[src/rtl/fsps_pkg.sv]
// shared constants and types for the five-point stencil stream
`timescale 1ns / 1ps

package fsps_pkg;

    // default sizes
    localparam int DEF_MAX_LINE    = 1024;
    localparam int DEF_SAMPLE_BITS = 16;

    // configuration register widths and reset values
    localparam int IL_W       = 10;
    localparam int LC_W       = 16;
    localparam int CFG_DATA_W = 16;
    localparam int CFG_IDX_W  = 1;

    localparam logic [IL_W-1:0] IL_RESET = 10'd1022;
    localparam logic [LC_W-1:0] LC_RESET = 16'd1022;

    // configuration register indexes
    localparam logic [CFG_IDX_W-1:0] CFG_INTERIOR_LEN = 1'b0;
    localparam logic [CFG_IDX_W-1:0] CFG_LINE_COUNT   = 1'b1;

    // Q0.16 weights: 0.6 for the centre, 0.1 for each neighbor
    localparam int             WEIGHT_W  = 16;
    localparam int             FRAC_BITS = 16;
    localparam logic [WEIGHT_W-1:0] W_CENTRE = 16'd39322;
    localparam logic [WEIGHT_W-1:0] W_NEIGH  = 16'd6554;

    // per-item control that rides along with the taps
    typedef struct packed {
        logic emit;
        logic last;
    } stage_tag_t;

endpackage

[src/rtl/fsps_weigh.sv]
// weighting pipeline: products, round and saturate, output register
`timescale 1ns / 1ps

module fsps_weigh #(
    parameter int SAMPLE_BITS = fsps_pkg::DEF_SAMPLE_BITS
) (
    input  logic                    clk,
    input  logic                    rst_n,
    input  logic                    in_valid,
    input  fsps_pkg::stage_tag_t    in_tag,
    input  logic [SAMPLE_BITS-1:0]  up,
    input  logic [SAMPLE_BITS-1:0]  left,
    input  logic [SAMPLE_BITS-1:0]  centre,
    input  logic [SAMPLE_BITS-1:0]  right,
    input  logic [SAMPLE_BITS-1:0]  down,
    output logic                    take,
    output logic                    out_valid,
    input  logic                    out_ready,
    output logic [SAMPLE_BITS-1:0]  value,
    output logic                    last
);
    import fsps_pkg::*;

    localparam int AW    = SAMPLE_BITS + 17;
    localparam int SUM_W = SAMPLE_BITS + 2;

    logic                   s2_v_reg;
    logic                   s2_last_reg;
    logic [AW-1:0]          pc_reg;
    logic [AW-1:0]          pn_reg;
    logic                   out_v_reg;
    logic [SAMPLE_BITS-1:0] value_reg;
    logic                   last_reg;

    logic                   en_out;
    logic [SUM_W-1:0]       sum4;
    logic [AW-1:0]          pc_next;
    logic [AW-1:0]          pn_next;
    logic [AW-1:0]          acc_rnd;
    logic [SAMPLE_BITS:0]   rnd;
    logic [SAMPLE_BITS-1:0] value_next;

    // stage enables, each stage moves when the one after has room
    assign en_out = !out_v_reg || out_ready;
    assign take   = !s2_v_reg || en_out;

    // neighbor sum and the two constant products
    assign sum4    = SUM_W'(up) + SUM_W'(left) + SUM_W'(right) + SUM_W'(down);
    assign pc_next = AW'(centre) * AW'(W_CENTRE);
    assign pn_next = AW'(sum4) * AW'(W_NEIGH);

    // round to nearest, ties up, then clamp at full scale
    assign acc_rnd    = pc_reg + pn_reg + AW'(2 ** (FRAC_BITS - 1));
    assign rnd        = acc_rnd[FRAC_BITS +: SAMPLE_BITS + 1];
    assign value_next = rnd[SAMPLE_BITS] ? '1 : rnd[SAMPLE_BITS-1:0];

    // valid bits
    always_ff @(posedge clk or negedge rst_n)
    begin
        if (!rst_n)
        begin
            s2_v_reg  <= 1'b0;
            out_v_reg <= 1'b0;
        end
        else
        begin
            if (take)
            begin
                s2_v_reg <= in_valid && in_tag.emit;
            end
            if (en_out)
            begin
                out_v_reg <= s2_v_reg;
            end
        end
    end

    // payload
    always_ff @(posedge clk)
    begin
        if (take)
        begin
            pc_reg      <= pc_next;
            pn_reg      <= pn_next;
            s2_last_reg <= in_tag.last;
        end
        if (en_out && s2_v_reg)
        begin
            value_reg <= value_next;
            last_reg  <= s2_last_reg;
        end
    end

    assign out_valid = out_v_reg;
    assign value     = value_reg;
    assign last      = last_reg;

endmodule

[config.mk]
export PLATFORM = sky130hd
export DESIGN_NAME = fsps_weigh
export DESIGN_NICKNAME = d
export VERILOG_FILES = /design/src/rtl/fsps_pkg.sv /design/src/rtl/fsps_weigh.sv
export SDC_FILE = /design/constraint.sdc
export NUM_CORES = 1
export LEC_CHECK = 0
export ABC_AREA = 1
export BUFFER_PORTS_ARGS = -buffer_cell sky130_fd_sc_hd__buf_2
export CORE_AREA = 8 8 222 224
export CTS_BUF_LIST = sky130_fd_sc_hd__clkbuf_16
export DETAILED_ROUTE_END_ITERATION = 6
export DIE_AREA = 0 0 230 232
export SETUP_SLACK_MARGIN = 0.1
export SKIP_CTS_REPAIR_TIMING = 1
export SYNTH_ARGS = -nofsm -noshare
export SYNTH_HDL_FRONTEND = slang
export SYNTH_SLANG_ARGS = --single-unit
[constraint.sdc]
create_clock -name clk -period 2.4 [get_ports clk]
set_input_delay 0.48 -clock clk [delete_from_list [all_inputs] [get_ports clk]]
set_output_delay 0.48 -clock clk [all_outputs]
set_load 0.005 [all_outputs]
=== Yosys cells after proc, flatten, opt, wreduce, memory -nomap -nowiden ===
Index checks and enable logic that the tools add are counted.

* Flip-flop bits (word level): 81
* Input bits: 86
* Output and inout port bits: 19
* Logic and storage cells: 20

* Add/sub/neg operators: 5
* $mul: 2
* Reductions and logical operators: 6

{| class="wikitable"
|+ Operators by type and width
! kind !! count
|-
| 32-bit by 31-bit adder with 33-bit output || 1
|-
| 33-bit by 16-bit adder with 33-bit output, second input constant || 1
|-
| 16-bit by 15-bit multiplier with 31-bit output, second input constant || 1
|-
| 18-bit by 12-bit multiplier with 30-bit output, second input constant || 1
|-
| 17-bit by 16-bit adder with 18-bit output || 1
|-
| 18-bit by 16-bit adder with 18-bit output || 1
|-
| 16-bit by 16-bit adder with 17-bit output || 1
|-
| 1-bit logical AND || 2
|-
| 1-bit logical NOT || 2
|-
| 1-bit logical OR || 2
|}

=== Depth between registers and ports, before layout ===
Gate-level depths: netlist of run 1.

* Depth after elaboration: 4
* Gate-level depth with buffers: 33
* Mapped depth without buffers: 33

=== Worst setup path before layout of run 1 ===
No wires, ideal clock.

* Kind: input port to flip-flop
* From: input port up[1]
* To: register pn_reg[30] (data pin)
* Setup time: 0.252 ns
* Arrival time: 6.408 ns
* Data required time: 2.148 ns
* Path slack: -4.261 ns
* Stages: 28
* Cell sequence: inv_1 fa_1 fa_1 inv_1 ha_1 fa_1 a21oi_1 o21ai_1 a21oi_1 xnor2_1 ha_1 inv_1 fa_1 inv_1 fa_1 fa_1 inv_1 fa_1 inv_1 ha_1 a21oi_1 o21ai_0 a21oi_1 nand2_1 nand2_1 nand2_1 nand2_1 nand2_1

* Cells in the longest elaborated chain, start to end: 4

{| class="wikitable"
|+ RTL lines
! what !! RTL line !! RTL
|-
| start, declared || fsps_weigh.sv:11 || <nowiki>input logic [SAMPLE_BITS-1:0] up,</nowiki>
|-
| 16-bit by 16-bit adder with 17-bit output || fsps_weigh.sv:48 || <nowiki>assign sum4 = SUM_W'(up) + SUM_W'(left) + SUM_W'(right) + SUM_W'(down);</nowiki>
|-
| 17-bit by 16-bit adder with 18-bit output || fsps_weigh.sv:48 ||
|-
| 18-bit by 16-bit adder with 18-bit output || fsps_weigh.sv:48 ||
|-
| 18-bit by 12-bit multiplier with 30-bit output || fsps_weigh.sv:50 || <nowiki>assign pn_next = AW'(sum4) * AW'(W_NEIGH);</nowiki>
|-
| via pn_next[30] || fsps_weigh.sv:38 || <nowiki>logic [AW-1:0] pn_next;</nowiki>
|-
| end signal, assigned || fsps_weigh.sv:84 || <nowiki>pn_reg <= pn_next;</nowiki>
|-
| end, declared || fsps_weigh.sv:30 || <nowiki>logic [AW-1:0] pn_reg;</nowiki>
|}

The timed path passes the listed nets, and every way through them passes these cells.
A chain may end at the register's enable or synchronous reset.

=== Worst setup path in the final report of run 1 ===
* From: input port up[1]
* To: register pn_reg[29] (data pin)

Same word-level chain as after synthesis.

==> results.toml, run 1 <==
[status]
status = "finished, violations left"
violations = "negative setup slack"

[critical_path]
slowest_stage = "fa_1"
cp.arrival_ns = 6.32
regToRegSetupSlack_ns = -0.01
crit_path_frequent_cell = "fa_1"
cp_max_fo = 4
start_kind = "primary input"
cp.required_ns = 2.50
end_kind = "flop"
critPathMaxStageDelay_ns = 0.54
path_class = "in -> reg"

[timing]
fin_skew_ns = 0.0129
drv_slew = 0
fin_crit_ns = 6.22
whs_ns = 0.296
finalCritPeriodShare_pct = 259
timing.final.ws_setup_ns = -3.82
setup_viol = 57
slew_headroom_pct = 62.4
tightest_slew_ns = 0.559
rsz0062_at_grt = "true"
tns_ns = -134.34
timing.fmax_ghz = 0.161
hold_viol = 0

[yosys]
seq_area_frac_synth_pct = 15.3
synth-async-reset-ratio_pct = 2.47
syn-cell-area_mm2 = 0.0159
synth-warning-count = 0
synth_fa_ha_area_share_pct = 46.9
synthesis.nets = 2507
muxShareOfSynthArea_pct = 0
yosys_most_used_dff = "edfxtp_1"
syn_avg_cell_area_um2 = 8.23
yosys.area.top_type_share_pct = 25.5
synth-edff-count = 79
synth_cell_types = 35
synth_cells = 1928
ys_ff_latch = 81
synth_area_leaders = "ha_1, fa_1, edfxtp_1, inv_1, nand2_1"
yosys.area.top_type = "ha_1"
synthSimpleGateAreaFrac_pct = 17.7
synth_top_family_by_area = "adder cells"
synthXorXnorAreaFrac_pct = 3.14
synth_compound_area_share_pct = 5.65

[routing]
wl_per_cell_um = 14.8
ant_nets = 0
viasPerCell = 4.59
drt_iter0_drc = 512
wirelength_mm = 44.0
firstDrtPassIters = 7
num_vias = 13626
drc_errors = 0

[layout]
final_nets = 2935
drive_gt1_share_pct = 37.5
antenna_cells = 0
syn_to_final_growth_pct = 45.8
nFillCells = 4239
seq_area_mm2 = 0.00242
multi_input_area_mm2 = 0.0146
post-route-util_pct = 50.5
largest_reg_flops = 31

[global_routing]
grt_usage_pct = 15.9
grt_max_degree = 64
grt-ovfl-total = 0
grt_pass1_wl_mm = 69.5
antenna_found_initial = 0
grt_pass1_vias = 14229

[die]
start_util_pct = 34.6
die_h_um = 232
core_mm2 = 0.0459
io_pins = 105
dieArea_mm2 = 0.0534
chipWidth_um = 230
num_rows = 79

[hold_path]
hp-class = "in -> reg"

[clocking]
cts_max_level = 3
cts_root_buf = "clkbuf_16"
insertion_delay_ns = 0.36
cts_max_path_buffers = 2
clk_pin_slew_ns = 0.07
cts_sinks = 81
cts_buffers = 9
cts_tree = "built"

[placement]
post-place-ws_ns = -4.26
gp_congestion = 0.897
hpwlAfterDp_mm = 38.1
portBuffers = 104

[job]
cap_viol_max_count = 0
synth_stat cells (3+ instances only):
master and instances:
inv_1 469, ha_1 323, inv_2 5, and2_1 4
nand3_2 11, nand3_1 88, o21ai_1 4, o21ai_0 30
edfxtp_1 79, fa_1 170, nand4_1 27, nor2_2 4
o21bai_1 16, xnor2_1 13, a31oi_1 3, xor2_1 44
a21o_1 7, nor3_1 14, nand2_1 398, a21oi_1 90
nand2_2 6, nor2_1 103
logic make-up after synthesis:
logic type | count (synthesis)
AND/OR/NAND/NOR | 663
adder cells (fa/ha/maj) | 493
buffers and inverters | 476
AO/OA/AOI/OAI | 158
flip-flops | 81
XOR/XNOR | 57
worst max-delay path: cells and delay by family:
family,cells,cell delay [ns]
simple gates,9,0.74
xor+xnor,1,0.20
fa+ha+maj,10,4.20
compound gates,3,0.39
buf+inv,7,0.33
cell type report:
| class | count | area share (%) |
|---|---|---|
| Sequential cell | 81 | 10.5 |
| Clock buffer | 9 | 0.973 |
| Inverter | 474 | 7.78 |
| Multi-Input combinational cell | 1371 | 63.1 |
| Clock inverter | 7 | 0.411 |
| Tap cell | 607 | 3.28 |
| Timing Repair Buffer | 419 | 14.0 |
layer usage:
metal	wire length, µm	track usage (%)	part of all wire [%]
met2	20900	27.1	47
met3	1490	2.16	3.4
met5	0	0	0
met4	724	2.79	1.6
met1	20900	21.4	47
placed cells by master (no fill, tap or decap), types with 6 or more instances in the layout:
| master | netlist | final |
|---|---|---|
| inv_1 | 469 | 409 |
| fa_1 | 170 | 157 |
| nand2_4 | 0 | 24 |
| a21oi_1 | 90 | 45 |
| a21oi_4 | 2 | 23 |
| nand3_1 | 88 | 66 |
| nand3_4 | 0 | 12 |
| inv_2 | 5 | 58 |
| ha_1 | 323 | 191 |
| buf_12 | 0 | 11 |
| nand4_1 | 27 | 27 |
| a21o_1 | 7 | 6 |
| nand2_2 | 6 | 57 |
| nor2_1 | 103 | 72 |
| nor3_2 | 2 | 6 |
| buf_4 | 0 | 271 |
| inv_4 | 0 | 6 |
| xor2_2 | 0 | 7 |
| edfxtp_1 | 79 | 79 |
| nor2_4 | 0 | 13 |
| nand2_1 | 398 | 321 |
| buf_2 | 0 | 93 |
| ha_2 | 0 | 6 |
| xnor2_1 | 13 | 8 |
| o21ai_0 | 30 | 15 |
| o21ai_1 | 4 | 9 |
| ha_4 | 0 | 126 |
| buf_6 | 1 | 37 |
| a21oi_2 | 2 | 26 |
| xor2_1 | 44 | 35 |
| fa_2 | 0 | 13 |
| clkbuf_16 | 0 | 10 |
| nor3_1 | 14 | 8 |
| nor2_2 | 4 | 22 |
| o21ai_2 | 0 | 6 |
| o21bai_1 | 16 | 14 |
| nand3_2 | 11 | 21 |
per-stage QoR:
stage	std cells	instance area (µm²)
floorplan	1928	17300
global placement	2929	20800
detailed placement	2929	20800
CTS	2945	21100
global route	2968	23100
finish	2968	23100
final timing paths:
| kind | startpoint | endpoint | cells after the start |
|---|---|---|---|
| setup / recovery | up[1] | pn_reg[29] | 30 |
| hold / removal | in_tag[0] | s2_last_reg | 1 |
| setup reg to reg | pn_reg[5] | value[7] | 11 |
| hold reg to reg | s2_last_reg | last | 0 |
| max in group asynchronous | rst_n | s2_v_reg | 2 |
| min in group asynchronous | rst_n | out_valid | 2 |
Power of run 1 is not shown: default switching activity piles up to over one toggle a cycle in this logic, so the estimate is an artifact.
==> run 2, diff against run 1 <==
Settings changed: CORE_AREA 8 8 222 224 to 8 8 188 190, DIE_AREA 0 0 230 232 to 0 0 196 198, PLACE_DENSITY set to 0.7, SETUP_SLACK_MARGIN 0.1 to unset.
==> results.toml, run 2 (same netlist as run 1, synthesis figures left out) <==
[timing]
hold_viol = 0
drv_slew = 0
slew_headroom_pct = 75.6
timing.fmax_ghz = 0.162
setup_viol = 54
fin_crit_ns = 6.17
finalCritPeriodShare_pct = 257
tightest_slew_ns = 0.363
fin_skew_ns = 0.0118
timing.final.ws_setup_ns = -3.77
rsz0062_at_grt = "true"

[global_routing]
grt_max_degree = 18
antenna_found_initial = 0
grt_pass1_wl_mm = 70.0
grt_usage_pct = 22.2
grt-ovfl-total = 0
grt_pass1_vias = 14567

[die]
io_pins = 105
core_mm2 = 0.0322
start_util_pct = 49.3
num_rows = 66
chipWidth_um = 196
die_h_um = 198
dieArea_mm2 = 0.0388

[clocking]
cts_max_level = 3
cts_max_path_buffers = 2
cts_sinks = 81
cts_tree = "built"
cts_root_buf = "clkbuf_16"
cts_buffers = 9
clk_pin_slew_ns = 0.06
insertion_delay_ns = 0.34

[critical_path]
path_class = "in -> reg"
start_kind = "primary input"
end_kind = "flop"
cp_max_fo = 4
cp.required_ns = 2.49
cp-startpoint = "left[1]"
r2r-start = "pc_reg[19]"
cp.arrival_ns = 6.26

[status]
status = "finished, violations left"
violations = "negative setup slack"

[placement]
dp.cells = 2735
hpwlAfterDp_mm = 38.0
post-place-ws_ns = -4.29
portBuffers = 104
gp_congestion = 0.871

[layout]
final_nets = 2958
syn_to_final_growth_pct = 47.9
largest_reg_flops = 31
layout_common_cells = "inv_1, nand2_1, buf_4"
drive_gt1_share_pct = 41.1
nFillCells = 2268
antenna_cells = 0
final_common_cell = "inv_1"
instances_no_fill = 2792

[hold_path]
hp-start = "in_tag[0]"
hp-class = "in -> reg"

[routing]
wl_per_cell_um = 16.6
num_vias = 14219
wirelength_mm = 46.4
viasPerCell = 5.09
drt_iter0_drc = 792
ant_nets = 0
drc_errors = 0
firstDrtPassIters = 6

[job]
cap_viol_max_count = 0
## run 2: final cells by class
class	instances	area (µm²)	share of cell area, %
sequential	81	2420	10.3
clock buffer	9	225	0.959
clock inverter	7	62.6	0.267
inverter	474	1800	7.69
multi-input combinational	1371	15000	64.0
tap	408	510	2.17
timing repair buffer	442	3440	14.6
## run 2: critical path, stage by stage
cell and delay (ns):
buf_6 0.07, inv_2 0.03, fa_1 0.48, fa_1 0.51
inv_2 0.05, ha_4 0.15, fa_2 0.43, a21oi_4 0.22
o21ai_4 0.10, a21oi_2 0.17, xnor2_2 0.16, ha_1 0.29
inv_2 0.09, fa_2 0.44, inv_2 0.06, fa_2 0.43
fa_1 0.48, inv_1 0.05, fa_1 0.49, inv_2 0.05
ha_4 0.31, nand2_4 0.09, nor2_4 0.16, and2_4 0.17
nand4_1 0.10, nand3_1 0.13, xor2_1 0.08
## run 2: metal layers
metal	GRT usage (%)	wire (µm)	part of all wire (%)
met3	2.09	1660	3.6
met4	4.97	1200	2.6
met5	0	0	0
met1	28.7	20400	44
met2	39.7	23200	50
## run 2: path summary, 6_finish.rpt
path	end	slack (ns)	depth (start not counted)
setup / recovery	pn_reg[23]	-3.77	27
hold / removal	s2_last_reg	0.32	1
setup reg to reg	value[3]	0	11
hold reg to reg	last	0.43	0
max in group asynchronous	s2_v_reg	1.86	2
min in group asynchronous	out_valid	0.45	2
## run 2: metrics by stage
stage          utilization, %  instance area [µm²]  setup TNS [ns]  hold slack, ns
2_1_floorplan               -                17300         -128.73           0.184
3_3_place_gp             63.7                20500         -156.40           0.266
3_5_place_dp             63.7                20500         -160.50           0.268
4_1_cts                  64.6                20800         -141.15         -0.0975
5_1_grt                  72.9                23500         -143.48           0.316
6_report                 72.9                23500         -134.96           0.324
Power of run 2 is left out for the same reason.
